### config.mk
export PLATFORM = sky130hd
export DESIGN_NAME = priority_job_dispatch_queue
export DESIGN_NICKNAME = d
export VERILOG_FILES = /design/src/rtl/core/pjdq_pkg.sv /design/src/rtl/core/pjdq_cell.sv /design/src/rtl/core/priority_job_dispatch_queue.sv
export SDC_FILE = /design/constraint.sdc
export NUM_CORES = 2
export LEC_CHECK = 0
export ABC_CLOCK_PERIOD_IN_PS = 5900
export BUFFER_PORTS_ARGS = -buffer_cell sky130_fd_sc_hd__buf_4
export CAP_MARGIN = 20
export CORE_ASPECT_RATIO = 0.9
export CORE_UTILIZATION = 40
export CTS_BUF_LIST = sky130_fd_sc_hd__clkbuf_2
export DETAILED_ROUTE_END_ITERATION = 8
export PLACE_DENSITY = 0.66
export REMOVE_ABC_BUFFERS = 1
export SKIP_LAST_GASP = 1
export SYNTH_ARGS = -nofsm -noshare
export SYNTH_HDL_FRONTEND = slang
export SYNTH_SLANG_ARGS = --single-unit
export TNS_END_PERCENT = 1
### constraint.sdc
create_clock -name clk_i -period 5.9 [get_ports clk_i]
set_clock_uncertainty 0.2 [all_clocks]
set_input_delay 1.18 -clock clk_i [delete_from_list [all_inputs] [get_ports clk_i]]
set_output_delay 1.18 -clock clk_i [all_outputs]
set_load 0.03 [all_outputs]
### src/rtl/core/pjdq_pkg.sv
// pjdq_pkg: shared types and codes of the priority job dispatch queue
// used by pjdq_cell, priority_job_dispatch_queue and pjdq_checker
package pjdq_pkg;

  localparam logic REQ_SUBMIT   = 1'b0;
  localparam logic REQ_DISPATCH = 1'b1;

  localparam logic [1:0] ST_STORED     = 2'd0;
  localparam logic [1:0] ST_FULL       = 2'd1;
  localparam logic [1:0] ST_DISPATCHED = 2'd2;
  localparam logic [1:0] ST_EMPTY      = 2'd3;

  typedef struct packed {
    logic [7:0]  rank;
    logic [15:0] pages;
    logic [15:0] ident;
    logic [1:0]  kind;
  } job_t;

  typedef struct packed {
    logic insert;
    logic remove;
    job_t job;
  } cell_ctrl_t;

endpackage

### src/rtl/core/pjdq_cell.sv
// pjdq_cell: one slot of the sorted job row, holds one job and shifts with its neighbors
// depends on pjdq_pkg
module pjdq_cell (
  input  logic                  clk_i,
  input  pjdq_pkg::cell_ctrl_t  ctrl_i,
  input  logic                  occupied_i,
  input  logic                  left_gt_i,
  input  pjdq_pkg::job_t        left_job_i,
  input  pjdq_pkg::job_t        right_job_i,
  output pjdq_pkg::job_t        job_o,
  output logic                  gt_o
);

  pjdq_pkg::job_t job_q;
  pjdq_pkg::job_t job_d;

  // a job with an equal key stays ahead of the new one
  assign gt_o = !occupied_i ||
                ({job_q.rank, job_q.pages} > {ctrl_i.job.rank, ctrl_i.job.pages});

  always_comb begin
    job_d = job_q;
    if (ctrl_i.insert && gt_o) begin
      job_d = left_gt_i ? left_job_i : ctrl_i.job;
    end else if (ctrl_i.remove) begin
      job_d = right_job_i;
    end
  end

  always_ff @(posedge clk_i) begin
    job_q <= job_d;
  end

  assign job_o = job_q;

endmodule

### src/rtl/core/priority_job_dispatch_queue.sv
// priority_job_dispatch_queue: top level, row of pjdq_cell slots kept sorted plus result register
// depends on pjdq_pkg and pjdq_cell
//
// Jobs sit in a row of DEPTH cells kept in serving order (rank, then pages, then submission
// order), so a submit is one parallel compare in every cell and a shift of the larger entries
// by one place, and a dispatch takes the head cell and shifts the row forward.
// Each result word lands in an output register; a new request is taken in the same cycle in
// which the waiting result is taken, so back-to-back requests flow at one per cycle when the
// sink does not stall. The store needs no clearing after reset: a fill count marks which
// cells hold jobs.
module priority_job_dispatch_queue #(
  parameter int DEPTH = 16
) (
  input  logic        clk_i,
  input  logic        rst_ni,
  input  logic        in_valid_i,
  output logic        in_stall_o,
  input  logic        req_type_i,
  input  logic [15:0] job_ident_i,
  input  logic [15:0] page_count_i,
  input  logic [1:0]  job_kind_i,
  input  logic [7:0]  job_rank_i,
  output logic        out_valid_o,
  input  logic        out_stall_i,
  output logic [1:0]  status_o,
  output logic [15:0] out_ident_o,
  output logic [15:0] out_pages_o,
  output logic [1:0]  out_kind_o,
  output logic [7:0]  out_rank_o,
  output logic [4:0]  waiting_count_o
);

  localparam int CW = $clog2(DEPTH + 1);

  logic [CW-1:0]        count_q, count_d;
  logic                 out_valid_q, out_valid_d;
  logic [1:0]           status_q;
  pjdq_pkg::job_t       res_q;
  logic [4:0]           wait_q;

  logic                 accept;
  logic                 is_submit;
  logic                 is_full;
  logic                 is_empty;
  pjdq_pkg::cell_ctrl_t ctrl;
  pjdq_pkg::job_t       cell_job [DEPTH];
  logic [DEPTH-1:0]     cell_gt;
  logic [1:0]           status_d;

  assign in_stall_o = out_valid_q && out_stall_i;
  assign accept     = in_valid_i && !in_stall_o;
  assign is_submit  = (req_type_i == pjdq_pkg::REQ_SUBMIT);
  assign is_full    = (count_q == CW'(DEPTH));
  assign is_empty   = (count_q == '0);

  assign ctrl.insert    = accept && is_submit && !is_full;
  assign ctrl.remove    = accept && !is_submit && !is_empty;
  assign ctrl.job.rank  = job_rank_i;
  assign ctrl.job.pages = page_count_i;
  assign ctrl.job.ident = job_ident_i;
  assign ctrl.job.kind  = job_kind_i;

  for (genvar i = 0; i < DEPTH; i++) begin : g_cell
    logic           left_gt;
    pjdq_pkg::job_t left_job;
    pjdq_pkg::job_t right_job;

    if (i == 0) begin : g_first
      assign left_gt  = 1'b0;
      assign left_job = ctrl.job;
    end else begin : g_mid
      assign left_gt  = cell_gt[i-1];
      assign left_job = cell_job[i-1];
    end

    if (i == DEPTH - 1) begin : g_last
      assign right_job = '0;
    end else begin : g_inner
      assign right_job = cell_job[i+1];
    end

    pjdq_cell u_cell (
      .clk_i       (clk_i),
      .ctrl_i      (ctrl),
      .occupied_i  (CW'(i) < count_q),
      .left_gt_i   (left_gt),
      .left_job_i  (left_job),
      .right_job_i (right_job),
      .job_o       (cell_job[i]),
      .gt_o        (cell_gt[i])
    );
  end

  always_comb begin
    count_d = count_q;
    if (ctrl.insert) begin
      count_d = count_q + CW'(1);
    end else if (ctrl.remove) begin
      count_d = count_q - CW'(1);
    end
  end

  always_comb begin
    if (is_submit) begin
      status_d = is_full ? pjdq_pkg::ST_FULL : pjdq_pkg::ST_STORED;
    end else begin
      status_d = is_empty ? pjdq_pkg::ST_EMPTY : pjdq_pkg::ST_DISPATCHED;
    end
  end

  assign out_valid_d = accept || (out_valid_q && out_stall_i);

  always_ff @(posedge clk_i or negedge rst_ni) begin
    if (!rst_ni) begin
      count_q     <= '0;
      out_valid_q <= 1'b0;
    end else begin
      count_q     <= count_d;
      out_valid_q <= out_valid_d;
    end
  end

  always_ff @(posedge clk_i) begin
    if (accept) begin
      status_q <= status_d;
      res_q    <= ctrl.remove ? cell_job[0] : '0;
      wait_q   <= 5'(count_d);
    end
  end

  assign out_valid_o     = out_valid_q;
  assign status_o        = status_q;
  assign out_ident_o     = res_q.ident;
  assign out_pages_o     = res_q.pages;
  assign out_kind_o      = res_q.kind;
  assign out_rank_o      = res_q.rank;
  assign waiting_count_o = wait_q;

endmodule

* After elaboration in Yosys (flattened, before gate mapping) *
Index checks and enable logic that the tools add are counted.
Widths: inputs -> output; s select.

cells by class
  add/sub/neg operators = 2
  $lt $le $gt $ge = 32
  equal/unequal tests = 1
  mux-type cells = 52
  bitwise operators = 1
  reduce and logical (&&, ||, !) cells = 75

operator list
  operator             count
  $mux 42              47
  $gt 24x24->1         16
  $lt 4x5->1 const A   8
  $reduce_bool 2->1    16
  $logic_and 1x1->1    22
  $lt 3x5->1 const A   4
  $logic_not 1->1      19
  $logic_or 1x1->1     17
  $lt 1x5->1 const A   2
  $lt 2x5->1 const A   2
  $mux 5               2
  $add 5x1->5 const B  1
  $eq 5x5->1 const B   1
  $logic_not 5->1      1
  $sub 5x1->5 const B  1
  $mux 1               2
  $mux 2               1
  $not 1->1            1

word-level totals
  bits in registers = 727
  input bits = 47
  output and inout port bits = 51
  word-level logic and storage cells = 235

* Logic depth before layout (Yosys ltp) *
  word-level depth = 7
  gate-level depth with buffers = 14

* Hierarchy *
Synthesis repeated with hierarchy kept, for this count alone.

second synthesis, totals
  cell total of the unflattened synthesis = 4,209
  area total of the unflattened synthesis = 51,343.0 µm²

modules (own cells, without submodules)
  module                       instances  cells each  area an instance (µm²)
  pjdq_cell                    16         253         3,062.9
  priority_job_dispatch_queue  1          161         2,336.0

* Worst setup path after synthesis *
OpenSTA, ideal clock, no wires.

  kind = input port to flip-flop
  start point = input job_rank_i[5]
  end point = register g_cell[8].u_cell.job_q (netlist bit g_cell[8].u_cell.job_o[0]) (enable)
  setup time = 0.500 ns
  arrival time = 6.381 ns
  data required time = 5.200 ns
  path slack = -1.181 ns
  cell stages on the path = 11
  path buffers = 4
  cell sequence = clkbuf_1 clkbuf_1 inv_1 ha_1 nand4_1 nor4_1 o31a_1 o21ai_1 buf_2 buf_4 o21ai_0

between the ends
  word-level cells in the longest chain between the ends = 4

RTL lines
  item                         RTL line                           text
  start, declared              priority_job_dispatch_queue.sv:22  input logic [7:0] job_rank_i,
  $gt 24x24->1                 pjdq_cell.sv:19                    ({job_q.rank, job_q.pages} > {ctrl_i.job.rank, ctrl_i.job.pages});
  $logic_or 1x1->1             pjdq_cell.sv:18                    assign gt_o = !occupied_i ||
  $logic_and 1x1->1            pjdq_cell.sv:23                    if (ctrl_i.insert && gt_o) begin
  $reduce_bool 2->1 (no line)  -
  end signal, assigned         pjdq_cell.sv:31                    job_q <= job_d;
  end, declared                pjdq_cell.sv:14                    pjdq_pkg::job_t job_q;

No other way between the ends.
A chain may end at the register's enable or synchronous reset.

* Final worst setup path *
  start point = input job_rank_i[1]
  end point = register g_cell[3].u_cell.job_q (netlist bit g_cell[3].u_cell.job_o[3]) (enable)

between the ends
  word-level cells in the longest chain between the ends = 4

RTL lines
  item                         RTL line
  $gt 24x24->1                 pjdq_cell.sv:19
  $logic_or 1x1->1             pjdq_cell.sv:18
  $logic_and 1x1->1            pjdq_cell.sv:23
  $reduce_bool 2->1 (no line)  -
  end signal, assigned         pjdq_cell.sv:31
  end, declared                pjdq_cell.sv:14

No other way between the ends.

==> metrics.md <==
| Metric | Value |
|---|---|
| Period Utilization, post-route | 0.745 |
| Avg Cell Area, Syn | approximately 11 um^2 |
| Final design area excluding fillers | slightly below 50000 um^2 |
| Fin util | 0.448 |
| Total number of placement rows | roughly 120 |
| Cell at the root of the clock tree | sky130_fd_sc_hd__clkbuf_2 |
| Die Span Y | between 300 and 400 um |
| Count of nets after finishing | roughly 4600 |
| Global-route wire length before repair | roughly 190000 um |
| Total die area | ~110000 um^2 |
| Reg-to-Reg End | g_cell[11].u_cell.job_o[27] |
| Clock input transition at the sequential cells of the worst setup and hold paths | about 0.1 ns |
| Logic depth of the worst register-to-register path | 8 |
| Total power divided by cell area | between 300 and 400 nW/um^2 |
| Commonest non-fill, non-tap cells in the layout | 721 x sky130_fd_sc_hd__edfxtp_1, 590 x sky130_fd_sc_hd__mux2i_1, 412 x sky130_fd_sc_hd__nand2_1, 387 x sky130_fd_sc_hd__ha_1, 350 x sky130_fd_sc_hd__a21oi_1 |
| Via/cell ratio | between 5 and 6 |
| EDFF count, synth | a little over 700 |
| Unique masters post-synth | 67 |
| Synth top area share | 0.485 |
| Hold/Removal Path Class | primary input to flip-flop |
| Synth area leaders | sky130_fd_sc_hd__edfxtp_1 48%, sky130_fd_sc_hd__mux2i_1 13%, sky130_fd_sc_hd__ha_1 11%, sky130_fd_sc_hd__a21oi_1 3.9%, sky130_fd_sc_hd__o21ai_0 3.6% |
| Post-synthesis instance total | between 4000 and 5000 |
| Run status | finished clean |
| Total vias in the final route | approximately 33000 |
| Pin count of the biggest net entering global routing | 85 |
| Tot GR Track Use | 0.210 |
| Slew of the pin with the lowest slew margin | about 1.1 ns |
| Post-CTS Setup Bufs | 0 |
| Ports | 98 |
| Clk sinks | 727 |
| Critical path arrival | between 5 and 6 ns |
| Antenna violations before repair | 6 |
| Sequential area share after synthesis | 0.488 |
| Met2 routed wirelength | 55900 um |
| Number of failing hold endpoints at the final stage | 0 |
| Number of setup violations in the final report | 0 |
| Hold depth | 2 |
| Total CTS buffers | 182 |
| Clock tree from TritonCTS | yes |
| Mapped cell area | between 40000 and 50000 um^2 |
| Setup Slack @ Placement | around 0.70 ns |
| IR Drop Worst-Case VDD | between 0.2 and 0.25 mV |
| Primary FF master, synth | sky130_fd_sc_hd__edfxtp_1 |
| Wirelength per Cell | about 21 um |
| Hold endpoint | status_o[1] |
| Launching element type of the critical path | primary input |
| Top routing layer in use | met5 |
| Clk_lat worst skew | around 1.5 ns |
| Detailed placement HPWL | roughly 87000 um |
| Post-route DRC | 0 |
| Kind of critical path | primary input to flip-flop |
| Total wire length after detailed routing | 120000 um |
| Sum of overflow across all layers after global routing | 0 |
| Leak | between 20 and 25 nW |
| Cts hold-fix bufs | 48 |
| Horizontal extent of the die | roughly 350 um |
| Startpoint of the worst-slack reg-to-reg timing path | count_q[4] |
| Commonest non-fill, non-tap cell in the layout | sky130_fd_sc_hd__edfxtp_1 |
| Final-layout worst hold slack | around 0.28 ns |
| Buffers from clock root to sink, at most | 3 |
| Register-to-Register Setup Slack | 1.87 ns |
| Final Instance Count excl. Fillers | ~5700 |
| Synth warnings | 0 |
| Final total negative setup slack | 0 ns |
| Residual antenna-violating net count after detailed routing | 0 |
| 1st-pass router iterations | 5 |
| Routability congestion estimate from global placement | ~0.9 |
| Violation count after the first detailed-route iteration | roughly 2600 |
| Headroom to the max-slew limit | 0.292 |
| PostCTS Resize Cnt | 0 |
| Total met3 wirelength after detailed routing | about 6700 um |
| Required @ worst endpoint | around 6.8 ns |
| Core box area | between 100000 and 150000 um^2 |
| Final Critical Period | approximately 4.4 ns |
| Routed metal-1 wirelength | between 50000 and 60000 um |
| Min-delay src | req_type_i |
| Smallest setup slack after layout | 1.51 ns |
| Fraction of synthesis flops using an asynchronous set or reset pin | 0.00825 |
| Port-buffer cells | 97 |
| Final total power | ~16 mW |
| Share of layout cells above drive strength 1 | 0.138 |
| Count of H-tree levels built during CTS | 4 |
| Flip-flop and latch count after synthesis | 727 |
| Unrepaired setup endpoints after global routing | false |
| Max Fclk | between 0.2 and 0.25 GHz |
| CP Capture Type | flip-flop |
| Placed inst area | 47100 um^2 |
| Max-capacitance violation count | 0 |
| Placed cell count | ~5400 |
| Peak fanout along the critical path | 32 |
| Library cell with the largest summed area after synthesis | sky130_fd_sc_hd__edfxtp_1 |
| Area growth from synthesis to layout | 10.3% |
| Number of global-route vias before repair | about 33000 |
| Final count of pins violating max slew | 0 |
| Initial Util | 0.406 |
area by class of cell:
class | instances | area, um^2
fill | 10400 | 60700
sequential | 727 | 21800
multi-input combinational | 2969 | 21600
timing repair buffer | 234 | 2200
tap | 1462 | 1830
clock buffer | 253 | 1270
clock inverter | 50 | 323
inverter | 50 | 188
antenna | 2 | 5.00
critical path, cell delays in order:
cell and delay (ns):
sky130_fd_sc_hd__dlygate4sd3_1 0.53, sky130_fd_sc_hd__buf_4 0.30, sky130_fd_sc_hd__inv_1 0.32, sky130_fd_sc_hd__buf_4 0.27, sky130_fd_sc_hd__ha_1 0.30, sky130_fd_sc_hd__a21oi_1 0.06
sky130_fd_sc_hd__o21a_1 0.21, sky130_fd_sc_hd__o221ai_1 0.54, sky130_fd_sc_hd__nor2_1 0.25, sky130_fd_sc_hd__nor4_4 0.38, sky130_fd_sc_hd__nand2b_2 0.40, sky130_fd_sc_hd__buf_4 0.49
state kept, by name, indices dropped and copies added, names as in the netlist:
register,cells
waiting_count_o,5
out_rank_o,8
out_pages_o,16
status_o,2
out_ident_o,16
g_cell.u_cell.job_o,672
count_q,5
out_kind_o,2
out_valid_o,1
report_power, final:
part | internal [mW] | switching, mW
combinational | 2.15 | 3.04
sequential | 6.65 | 0.530
clock | 1.33 | 2.19
total | 10.1 | 5.76
metal layers:
layer  track usage  vias up
li1              -    15400
met1         0.285    16200
met2         0.336      899
met3        0.0385      206
met4        0.0678        6
met5             0        -
worst max-delay path by stage:
stage	from	end	slack, ns	cells after the start
6_report	job_rank_i[1]	g_cell[3].u_cell.job_o[3]	1.51	12
5_1_grt	page_count_i[9]	g_cell[14].u_cell.job_o[24]	1.43	11
4_1_cts	job_rank_i[1]	g_cell[3].u_cell.job_o[2]	1.82	12
3_5_place_dp	job_rank_i[1]	g_cell[3].u_cell.job_o[14]	0.70	11
3_3_place_gp	job_rank_i[1]	g_cell[3].u_cell.job_o[14]	0.73	11
2_1_floorplan	job_rank_i[2]	g_cell[5].u_cell.job_o[0]	-4.05	8
synth_stat cells (13+ instances only):
| library cell | number |
|---|---|
| sky130_fd_sc_hd__nor4_1 | 14 |
| sky130_fd_sc_hd__a21oi_1 | 350 |
| sky130_fd_sc_hd__buf_4 | 14 |
| sky130_fd_sc_hd__clkbuf_1 | 146 |
| sky130_fd_sc_hd__nand3_1 | 37 |
| sky130_fd_sc_hd__nand4_1 | 83 |
| sky130_fd_sc_hd__nor2b_1 | 16 |
| sky130_fd_sc_hd__buf_2 | 93 |
| sky130_fd_sc_hd__nor2_1 | 303 |
| sky130_fd_sc_hd__ha_1 | 387 |
| sky130_fd_sc_hd__inv_1 | 50 |
| sky130_fd_sc_hd__nor3_1 | 24 |
| sky130_fd_sc_hd__mux2_2 | 85 |
| sky130_fd_sc_hd__buf_6 | 13 |
| sky130_fd_sc_hd__edfxtp_1 | 721 |
| sky130_fd_sc_hd__o21ai_1 | 68 |
| sky130_fd_sc_hd__mux2i_1 | 590 |
| sky130_fd_sc_hd__and2_1 | 46 |
| sky130_fd_sc_hd__o21ai_0 | 323 |
| sky130_fd_sc_hd__o211ai_1 | 24 |
| sky130_fd_sc_hd__a21o_1 | 18 |
| sky130_fd_sc_hd__nand2_1 | 422 |
| sky130_fd_sc_hd__mux2_1 | 39 |
| sky130_fd_sc_hd__a211oi_1 | 24 |
cell families (layout without fill, tap and decap cells):
kind of cell	after synthesis	in the layout	share of synthesized area
fa+ha+maj	387	387	0.108
compound gates	885	885	0.110
other cells	0	2	0
buf+inv	321	587	0.0330
flops	727	727	0.488
xor+xnor	4	4	0.000785
simple gates	979	979	0.0963
mux	714	714	0.164
No activity file was read; power rests on OpenSTA's default activity.
